**config.mk**
```make
export PLATFORM = sky130hd
export DESIGN_NAME = sorted_priority_queue
export DESIGN_NICKNAME = d
export VERILOG_FILES = /design/src/hw/rtl/spq_pkg.sv /design/src/hw/rtl/spq_ctrl.sv /design/src/hw/rtl/spq_dp.sv /design/src/hw/rtl/sorted_priority_queue.sv
export SDC_FILE = /design/constraint.sdc
export NUM_CORES = 2
export LEC_CHECK = 0
export BUFFER_PORTS_ARGS = -buffer_cell sky130_fd_sc_hd__buf_2
export CORE_MARGIN = 2
export CORE_UTILIZATION = 35
export DETAILED_ROUTE_END_ITERATION = 10
export SKIP_CTS_REPAIR_TIMING = 1
export SYNTH_ARGS = -nofsm -noshare
export SYNTH_HDL_FRONTEND = slang
export SYNTH_HIERARCHICAL = 1
export SYNTH_SLANG_ARGS = --single-unit
```
**constraint.sdc**
```tcl
create_clock -name clk -period 6.5 [get_ports clk]
set_clock_uncertainty 0.1 [all_clocks]
set_input_delay 0.325 -clock clk [delete_from_list [all_inputs] [get_ports clk]]
set_output_delay 0.325 -clock clk [all_outputs]
set_load 0.005 [all_outputs]
```
**src/hw/rtl/spq_pkg.sv**
```systemverilog
// Package for the sorted priority queue: sizes, field widths, command and status codes.
// No dependencies; every other file of the block imports it.
package spq_pkg;

  localparam int QUEUE_DEPTH = 16;
  localparam int CNT_W       = $clog2(QUEUE_DEPTH + 1);

  localparam int ID_W   = 32;
  localparam int PRIO_W = 8;
  localparam int ST_W   = 2;
  localparam int OCC_W  = 5;

  localparam int IN_TDATA_W  = 40;
  localparam int OUT_TDATA_W = 48;

  localparam logic CMD_ENQ = 1'b0;
  localparam logic CMD_DEQ = 1'b1;

  localparam logic [ST_W-1:0] ST_OK    = 2'd0;
  localparam logic [ST_W-1:0] ST_EMPTY = 2'd1;
  localparam logic [ST_W-1:0] ST_FULL  = 2'd2;

  typedef struct packed {
    logic load;
    logic exec;
  } spq_cmd_t;

endpackage

```
**src/hw/rtl/spq_ctrl.sv**
```systemverilog
// Controller of the sorted priority queue: input handshake, execute step, result valid.
// Depends on spq_pkg.
module spq_ctrl
  import spq_pkg::*;
(
  input  logic     clk,
  input  logic     rst_n,
  input  logic     in_tvalid,
  output logic     in_tready,
  output logic     out_tvalid,
  input  logic     out_tready,
  output spq_cmd_t cmd
);

  localparam logic S_IDLE = 1'b0;
  localparam logic S_EXEC = 1'b1;

  logic state_r, state_nxt;
  logic out_valid_r, out_valid_nxt;
  logic go;

  assign in_tready  = (state_r == S_IDLE);
  assign out_tvalid = out_valid_r;
  assign go         = (state_r == S_EXEC) && (!out_valid_r || out_tready);
  assign cmd.load   = in_tvalid && in_tready;
  assign cmd.exec   = go;

  always_comb begin
    state_nxt = state_r;
    case (state_r)
      S_IDLE: begin
        if (in_tvalid) begin
          state_nxt = S_EXEC;
        end
      end
      S_EXEC: begin
        if (go) begin
          state_nxt = S_IDLE;
        end
      end
      default: state_nxt = S_IDLE;
    endcase
  end

  always_comb begin
    out_valid_nxt = out_valid_r;
    if (go) begin
      out_valid_nxt = 1'b1;
    end else if (out_tready) begin
      out_valid_nxt = 1'b0;
    end
  end

  always_ff @(posedge clk) begin
    if (!rst_n) begin
      state_r     <= S_IDLE;
      out_valid_r <= 1'b0;
    end else begin
      state_r     <= state_nxt;
      out_valid_r <= out_valid_nxt;
    end
  end

endmodule

```
**src/hw/rtl/spq_dp.sv**
```systemverilog
// Datapath of the sorted priority queue: the row of slot cells, entry count and result register.
// Depends on spq_pkg.
module spq_dp
  import spq_pkg::*;
(
  input  logic              clk,
  input  logic              rst_n,
  input  spq_cmd_t          cmd,
  input  logic              in_cmd,
  input  logic [ID_W-1:0]   in_id,
  input  logic [PRIO_W-1:0] in_prio,
  output logic [ST_W-1:0]   res_status,
  output logic [ID_W-1:0]   res_id,
  output logic [PRIO_W-1:0] res_prio,
  output logic [OCC_W-1:0]  res_occ
);

  logic              op_r;
  logic [ID_W-1:0]   id_r;
  logic [PRIO_W-1:0] prio_r;
  logic [CNT_W-1:0]  count_r, count_nxt;

  logic [ID_W-1:0]   slot_id_r   [QUEUE_DEPTH];
  logic [PRIO_W-1:0] slot_prio_r [QUEUE_DEPTH];
  logic [ID_W-1:0]   slot_id_nxt   [QUEUE_DEPTH];
  logic [PRIO_W-1:0] slot_prio_nxt [QUEUE_DEPTH];

  logic [QUEUE_DEPTH-1:0] keep;
  logic full, empty, write_slots;

  logic [ST_W-1:0]   status_r, status_nxt;
  logic [ID_W-1:0]   rid_r, rid_nxt;
  logic [PRIO_W-1:0] rprio_r, rprio_nxt;
  logic [OCC_W-1:0]  occ_r;

  assign full  = (count_r == CNT_W'(QUEUE_DEPTH));
  assign empty = (count_r == '0);

  always_comb begin
    for (int i = 0; i < QUEUE_DEPTH; i++) begin
      keep[i] = (CNT_W'(i) < count_r) && (slot_prio_r[i] >= prio_r);
    end
  end

  always_comb begin
    for (int i = 0; i < QUEUE_DEPTH; i++) begin
      if (op_r == CMD_DEQ) begin
        if (i == QUEUE_DEPTH - 1) begin
          slot_id_nxt[i]   = slot_id_r[i];
          slot_prio_nxt[i] = slot_prio_r[i];
        end else begin
          slot_id_nxt[i]   = slot_id_r[i+1];
          slot_prio_nxt[i] = slot_prio_r[i+1];
        end
      end else if (keep[i]) begin
        slot_id_nxt[i]   = slot_id_r[i];
        slot_prio_nxt[i] = slot_prio_r[i];
      end else if (i == 0) begin
        slot_id_nxt[i]   = id_r;
        slot_prio_nxt[i] = prio_r;
      end else if (keep[i-1]) begin
        slot_id_nxt[i]   = id_r;
        slot_prio_nxt[i] = prio_r;
      end else begin
        slot_id_nxt[i]   = slot_id_r[i-1];
        slot_prio_nxt[i] = slot_prio_r[i-1];
      end
    end
  end

  always_comb begin
    write_slots = 1'b0;
    count_nxt   = count_r;
    status_nxt  = ST_OK;
    rid_nxt     = '0;
    rprio_nxt   = '0;
    if (op_r == CMD_ENQ) begin
      if (full) begin
        status_nxt = ST_FULL;
      end else begin
        write_slots = 1'b1;
        count_nxt   = count_r + CNT_W'(1);
      end
    end else begin
      if (empty) begin
        status_nxt = ST_EMPTY;
      end else begin
        write_slots = 1'b1;
        count_nxt   = count_r - CNT_W'(1);
        rid_nxt     = slot_id_r[0];
        rprio_nxt   = slot_prio_r[0];
      end
    end
  end

  always_ff @(posedge clk) begin
    if (!rst_n) begin
      count_r <= '0;
    end else if (cmd.exec) begin
      count_r <= count_nxt;
    end
  end

  always_ff @(posedge clk) begin
    if (cmd.load) begin
      op_r   <= in_cmd;
      id_r   <= in_id;
      prio_r <= in_prio;
    end
    if (cmd.exec) begin
      status_r <= status_nxt;
      rid_r    <= rid_nxt;
      rprio_r  <= rprio_nxt;
      occ_r    <= OCC_W'(count_nxt);
    end
    if (cmd.exec && write_slots) begin
      for (int i = 0; i < QUEUE_DEPTH; i++) begin
        slot_id_r[i]   <= slot_id_nxt[i];
        slot_prio_r[i] <= slot_prio_nxt[i];
      end
    end
  end

  assign res_status = status_r;
  assign res_id     = rid_r;
  assign res_prio   = rprio_r;
  assign res_occ    = occ_r;

endmodule

```
**src/hw/rtl/sorted_priority_queue.sv**
```systemverilog
// Sorted priority queue of QUEUE_DEPTH entries, highest priority first, ties in arrival order.
// An item has an accept cycle and an execute cycle, in which every slot cell compares its
// priority with the new one in parallel and the whole row shifts or inserts at once. The next
// item is accepted in the cycle after that execute cycle even while the result still waits to
// be taken; the execute cycle of that item waits only until the previous result has left the
// result register. Each item gives exactly one result. Depends on spq_pkg, spq_ctrl, spq_dp.
module sorted_priority_queue
  import spq_pkg::*;
(
  input  logic                   clk,
  input  logic                   rst_n,
  input  logic                   in_tvalid,
  output logic                   in_tready,
  input  logic [IN_TDATA_W-1:0]  in_tdata,   // patient_id[31:0], priority_req[39:32]
  input  logic                   in_tuser,   // cmd[0]
  output logic                   out_tvalid,
  input  logic                   out_tready,
  output logic [OUT_TDATA_W-1:0] out_tdata,  // out_id[31:0], out_priority[39:32],
                                             // occupancy[44:40], zero[47:45]
  output logic [ST_W-1:0]        out_tuser   // status[1:0]
);

  spq_cmd_t          cmd;
  logic [ID_W-1:0]   res_id;
  logic [PRIO_W-1:0] res_prio;
  logic [OCC_W-1:0]  res_occ;

  spq_ctrl u_ctrl (
    .clk        (clk),
    .rst_n      (rst_n),
    .in_tvalid  (in_tvalid),
    .in_tready  (in_tready),
    .out_tvalid (out_tvalid),
    .out_tready (out_tready),
    .cmd        (cmd)
  );

  spq_dp u_dp (
    .clk        (clk),
    .rst_n      (rst_n),
    .cmd        (cmd),
    .in_cmd     (in_tuser),
    .in_id      (in_tdata[ID_W-1:0]),
    .in_prio    (in_tdata[ID_W+PRIO_W-1:ID_W]),
    .res_status (out_tuser),
    .res_id     (res_id),
    .res_prio   (res_prio),
    .res_occ    (res_occ)
  );

  assign out_tdata = {{(OUT_TDATA_W - ID_W - PRIO_W - OCC_W){1'b0}}, res_occ, res_prio, res_id};

endmodule

```
==> impl.org <==
** Timing
- After routing, the total negative slack on setup checks comes to 0 ns.
- In this run the tightest slew margin relative to its limit is 0.201.
- Unrepaired setup endpoints after global routing :: false
- Max-slew violation count :: 0
- Pin slew with the least headroom to its limit :: 1.20 ns
- Crit share post-route :: 0.722
- Max Fclk :: between 200 and 250 MHz
- The final-report hold violation count was 0.
- The smallest clock period supported by the final layout is computed as 4.70 ns.
- Finish-stage setup viols :: 0
- Across all setup checks in the final design, the least slack found is 1.80 ns.
- Post-route worst hold slack :: 0.286 ns

** Job
- Across the run, the number of max-cap violations was 0.

** Clock network
- Maximum number of buffers from clock root to sink :: 3
- Skew-Pair Late Insertion Delay :: 0.66 ns
- Maximum level of the CTS H-tree :: 3
- In this run the clock root is driven by a sky130_fd_sc_hd__clkbuf_16.
- Number of sinks handled by clock tree synthesis :: 735
- Buffers inserted during clock tree synthesis total 85.
- Clock-pin slew was measured on the worst setup and hold paths at 0.06 ns.
- TritonCTS built the clock tree.

** Logic synthesis
- Count of warnings emitted by yosys :: 6
- Portion of netlist area occupied by mux cells :: 0.0118
- Number of instances in the synthesized netlist :: 3564
- Simple-gate area share of the yosys netlist :: 0.0839
- Counting flops and latches in the post-synthesis netlist gives between 700 and 800.
- Async set-or-reset flop fraction in the synthesized netlist :: 0
- Summing every instance area after synthesis gives 39100 um^2.
- The area fraction in compound gates after synthesis is 0.237.
- Synthesized area per cell :: 11.0 um^2
- The synthesized design contains roughly 730 enable-type register cells.
- Sequential fraction of the synthesis area :: 0.562
- Area share of xor/xnor cells in the synthesized design :: 0.000895
- By area, the combinational part of the netlist is dominated by compound AO/OA/AOI/OAI gates.
- Post-synthesis share of cell area spent on full adders, half adders and majority gates :: 0.0422
- The most used flip-flop cell after synthesis is sky130_fd_sc_hd__edfxtp_1.
- Unique masters post-synth :: just under 70

** GRT
- Grt met2 use :: 0.353
- The initial antenna violation count is 0.
- Entering global routing, the biggest net connects 264 pins.
- For this run, the total global-route usage over all layers was measured as 0.200.
- Remaining global-route overflow :: 0
- Grt met1 use :: 0.249
- Met3 GRT Util :: 0.0231
- Number of global-route vias before repair :: between 30000 and 40000
- The first global-routing pass estimated 183 mm of wire.
- In this run the most used layer during global routing was met2.

** Hold path
- Count of cells along the worst hold path :: 2
- In this run the worst hold path is classified as input pin to flip-flop.

** Setup path
- At the worst endpoint, the required time is 6.66 ns.
- R2R cell count :: 5
- Kind of end point of the critical path :: flip-flop
- Of all nets on the critical path, the largest fanout is 41.
- Category of the worst setup path launch point :: flip-flop
- Critical setup path kind :: flip-flop to flip-flop
- Worst path arrival time :: 4.86 ns

** Power
- LEAKAGE :: 14.7 nW
- Peak supply drop :: around 0.18 mV
- Total power :: between 10 and 15 mW
- Power density normalized to cell area :: 271 nW/um^2

** Drt
- The final layout contains routed wiring with a total length of roughly 120 mm.
- DRT Pass-1 Iters :: 9
- The detailed router placed 30538 vias in this run.
- In the routed layout, each cell is associated on average with a via count of 6.07.
- For this run, design rule violations remaining after detail routing come to 0.
- The first routing iteration left 2940 violations.
- The detail route stage leaves a number of antenna-violating nets equal to 0.
- In the final routed layout, each cell accounts on average for between 20 and 25 um.

** Final layout
- Relative to the synthesized area, the layout overhead comes to 11.9%.
- Summing all non-filler instances in the final layout gives an area of 43800 um^2.
- Antenna cells :: 0
- Once layout is complete, the utilization of the core stands at 0.395.
- For this run, the number of standard cells in the final layout without fillers is about 5000.
- In the final layout, the share of cells above drive strength 1 is 0.104.
- Final-layout fill cell count :: 10805
- At the end of the flow, the number of nets in the layout was 3657.

** Run status
- The run finished with clean final reports.

** Floorplan
- After floorplanning, the core was divided into 122 placement rows.
- The die covers 115000 um^2.
- Core Footprint :: between 100000 and 150000 um^2
- For this design the top-level I/O count stands at between 90 and 100.
- The die is 338 um tall.
- The floorplan step set the die width to 338 um.
- The initial utilization of the core area, before any placement, comes to 0.353.

** Place
- Number of port buffers :: 93
- Routability congestion estimate from global placement :: 0.856
- Placed Cells :: 4837
- Setup slack after placement :: 1.88 ns
- Summing all placed instances gives a cell area of just over 40000 um^2.
- Sum of net half-perimeters after detailed placement :: around 80 mm
## synth_stat cells (41+ instances only)
| master | count | area share |
|---|---|---|
| sky130_fd_sc_hd__buf_2 | 94 | 0.012 |
| sky130_fd_sc_hd__clkbuf_1 | 255 | 0.024 |
| sky130_fd_sc_hd__a2bb2oi_1 | 41 | 0.0092 |
| sky130_fd_sc_hd__a21o_1 | 54 | 0.010 |
| sky130_fd_sc_hd__nand3_1 | 246 | 0.031 |
| sky130_fd_sc_hd__nor2_1 | 69 | 0.0066 |
| sky130_fd_sc_hd__o311ai_0 | 91 | 0.020 |
| sky130_fd_sc_hd__o311ai_1 | 73 | 0.016 |
| sky130_fd_sc_hd__a32oi_1 | 280 | 0.063 |
| sky130_fd_sc_hd__edfxtp_1 | 728 | 0.56 |
| sky130_fd_sc_hd__o221ai_1 | 77 | 0.017 |
| sky130_fd_sc_hd__o21ai_0 | 530 | 0.068 |
| sky130_fd_sc_hd__inv_1 | 193 | 0.019 |
| sky130_fd_sc_hd__a21oi_1 | 60 | 0.0077 |
| sky130_fd_sc_hd__nand2_1 | 312 | 0.030 |
| sky130_fd_sc_hd__o21ai_1 | 44 | 0.0056 |
| sky130_fd_sc_hd__ha_1 | 132 | 0.042 |
## sequential cells by signal, summed over array words and instances, names as in the netlist
name,cells
u_dp/prio_r,8
u_dp/slot_prio_r,128
u_dp/op_r,1
u_dp/res_id,32
u_dp/res_occ,5
u_ctrl/state_r,1
u_dp/res_status,2
u_dp/id_r,32
u_ctrl/out_tvalid,1
u_dp/slot_id_r,512
u_dp/res_prio,8
u_dp/count_r,5
## power breakdown
part	leakage [nW]	switching, mW	internal [mW]
combinational	6.64	1.12	0.444
sequential	6.79	0.153	5.53
clock	1.28	1.99	2.65
## layer usage
metal	part of all wire	vias to the layer above
met4	0.039	0
met5	0	-
met1	0.40	15404
met3	0.050	247
li1	-	13766
met2	0.51	1121
## cell type report
type | instances | area [um^2] | area share
Clock buffer | 106 | 2290 | 0.0523
Clock inverter | 47 | 334 | 0.00763
Inverter | 194 | 733 | 0.0167
Multi-Input combinational cell | 2242 | 15000 | 0.342
Sequential cell | 735 | 22000 | 0.502
Tap cell | 1488 | 1860 | 0.0425
Timing Repair Buffer | 222 | 1580 | 0.0361
## kinds of logic after synthesis
| logic type | count (synthesis) |
|---|---|
| xor gates and xnor gates | 4 |
| AOI/OAI and AO/OA | 1339 |
| muxes | 41 |
| adders and majority gates | 132 |
| DFF | 735 |
| buffers and inverters | 589 |
| and+or+nand+nor | 723 |
| other | 1 |
## placed cells by master (no fill, tap or decap), types with 8 or more instances in the layout
cell and count:
sky130_fd_sc_hd__clkinv_2 11, sky130_fd_sc_hd__ha_1 132, sky130_fd_sc_hd__o311ai_0 91, sky130_fd_sc_hd__buf_2 93, sky130_fd_sc_hd__a21oi_1 55, sky130_fd_sc_hd__dlygate4sd3_1 44
sky130_fd_sc_hd__clkbuf_1 17, sky130_fd_sc_hd__a21o_1 52, sky130_fd_sc_hd__nor2_1 61, sky130_fd_sc_hd__nand2b_1 19, sky130_fd_sc_hd__o21ai_0 530, sky130_fd_sc_hd__a31oi_1 9
sky130_fd_sc_hd__inv_1 193, sky130_fd_sc_hd__nor2b_1 15, sky130_fd_sc_hd__a2bb2oi_1 41, sky130_fd_sc_hd__edfxtp_1 728, sky130_fd_sc_hd__nand3_1 246, sky130_fd_sc_hd__buf_4 82
sky130_fd_sc_hd__a32oi_1 280, sky130_fd_sc_hd__and2_1 15, sky130_fd_sc_hd__o311ai_1 73, sky130_fd_sc_hd__nor3_1 8, sky130_fd_sc_hd__clkinv_1 27, sky130_fd_sc_hd__o221ai_1 77
sky130_fd_sc_hd__mux2_1 39, sky130_fd_sc_hd__clkbuf_16 89, sky130_fd_sc_hd__a221oi_1 8, sky130_fd_sc_hd__nand2_1 312, sky130_fd_sc_hd__o21ai_1 37, sky130_fd_sc_hd__nor2b_2 19
## worst max-delay path, cell delays in order (launching register included)
cell and delay, ns:
sky130_fd_sc_hd__edfxtp_1 1.02, sky130_fd_sc_hd__ha_1 0.37, sky130_fd_sc_hd__nand2b_1 0.14, sky130_fd_sc_hd__a2111oi_0 0.71, sky130_fd_sc_hd__o21ba_2 0.89, sky130_fd_sc_hd__o31a_2 1.01
## final timing paths
check / slack, ns / to / from
setup / recovery: 1.80 / u_dp/slot_id_r[1][148] / u_dp/prio_r[0]
hold / removal: 0.29 / u_dp/id_r[16] / in_tdata[16]
setup reg to reg: 1.80 / u_dp/slot_id_r[1][148] / u_dp/prio_r[0]
hold reg to reg: 0.41 / u_ctrl/state_r / u_ctrl/out_tvalid
(Power assumes the default switching activity.)
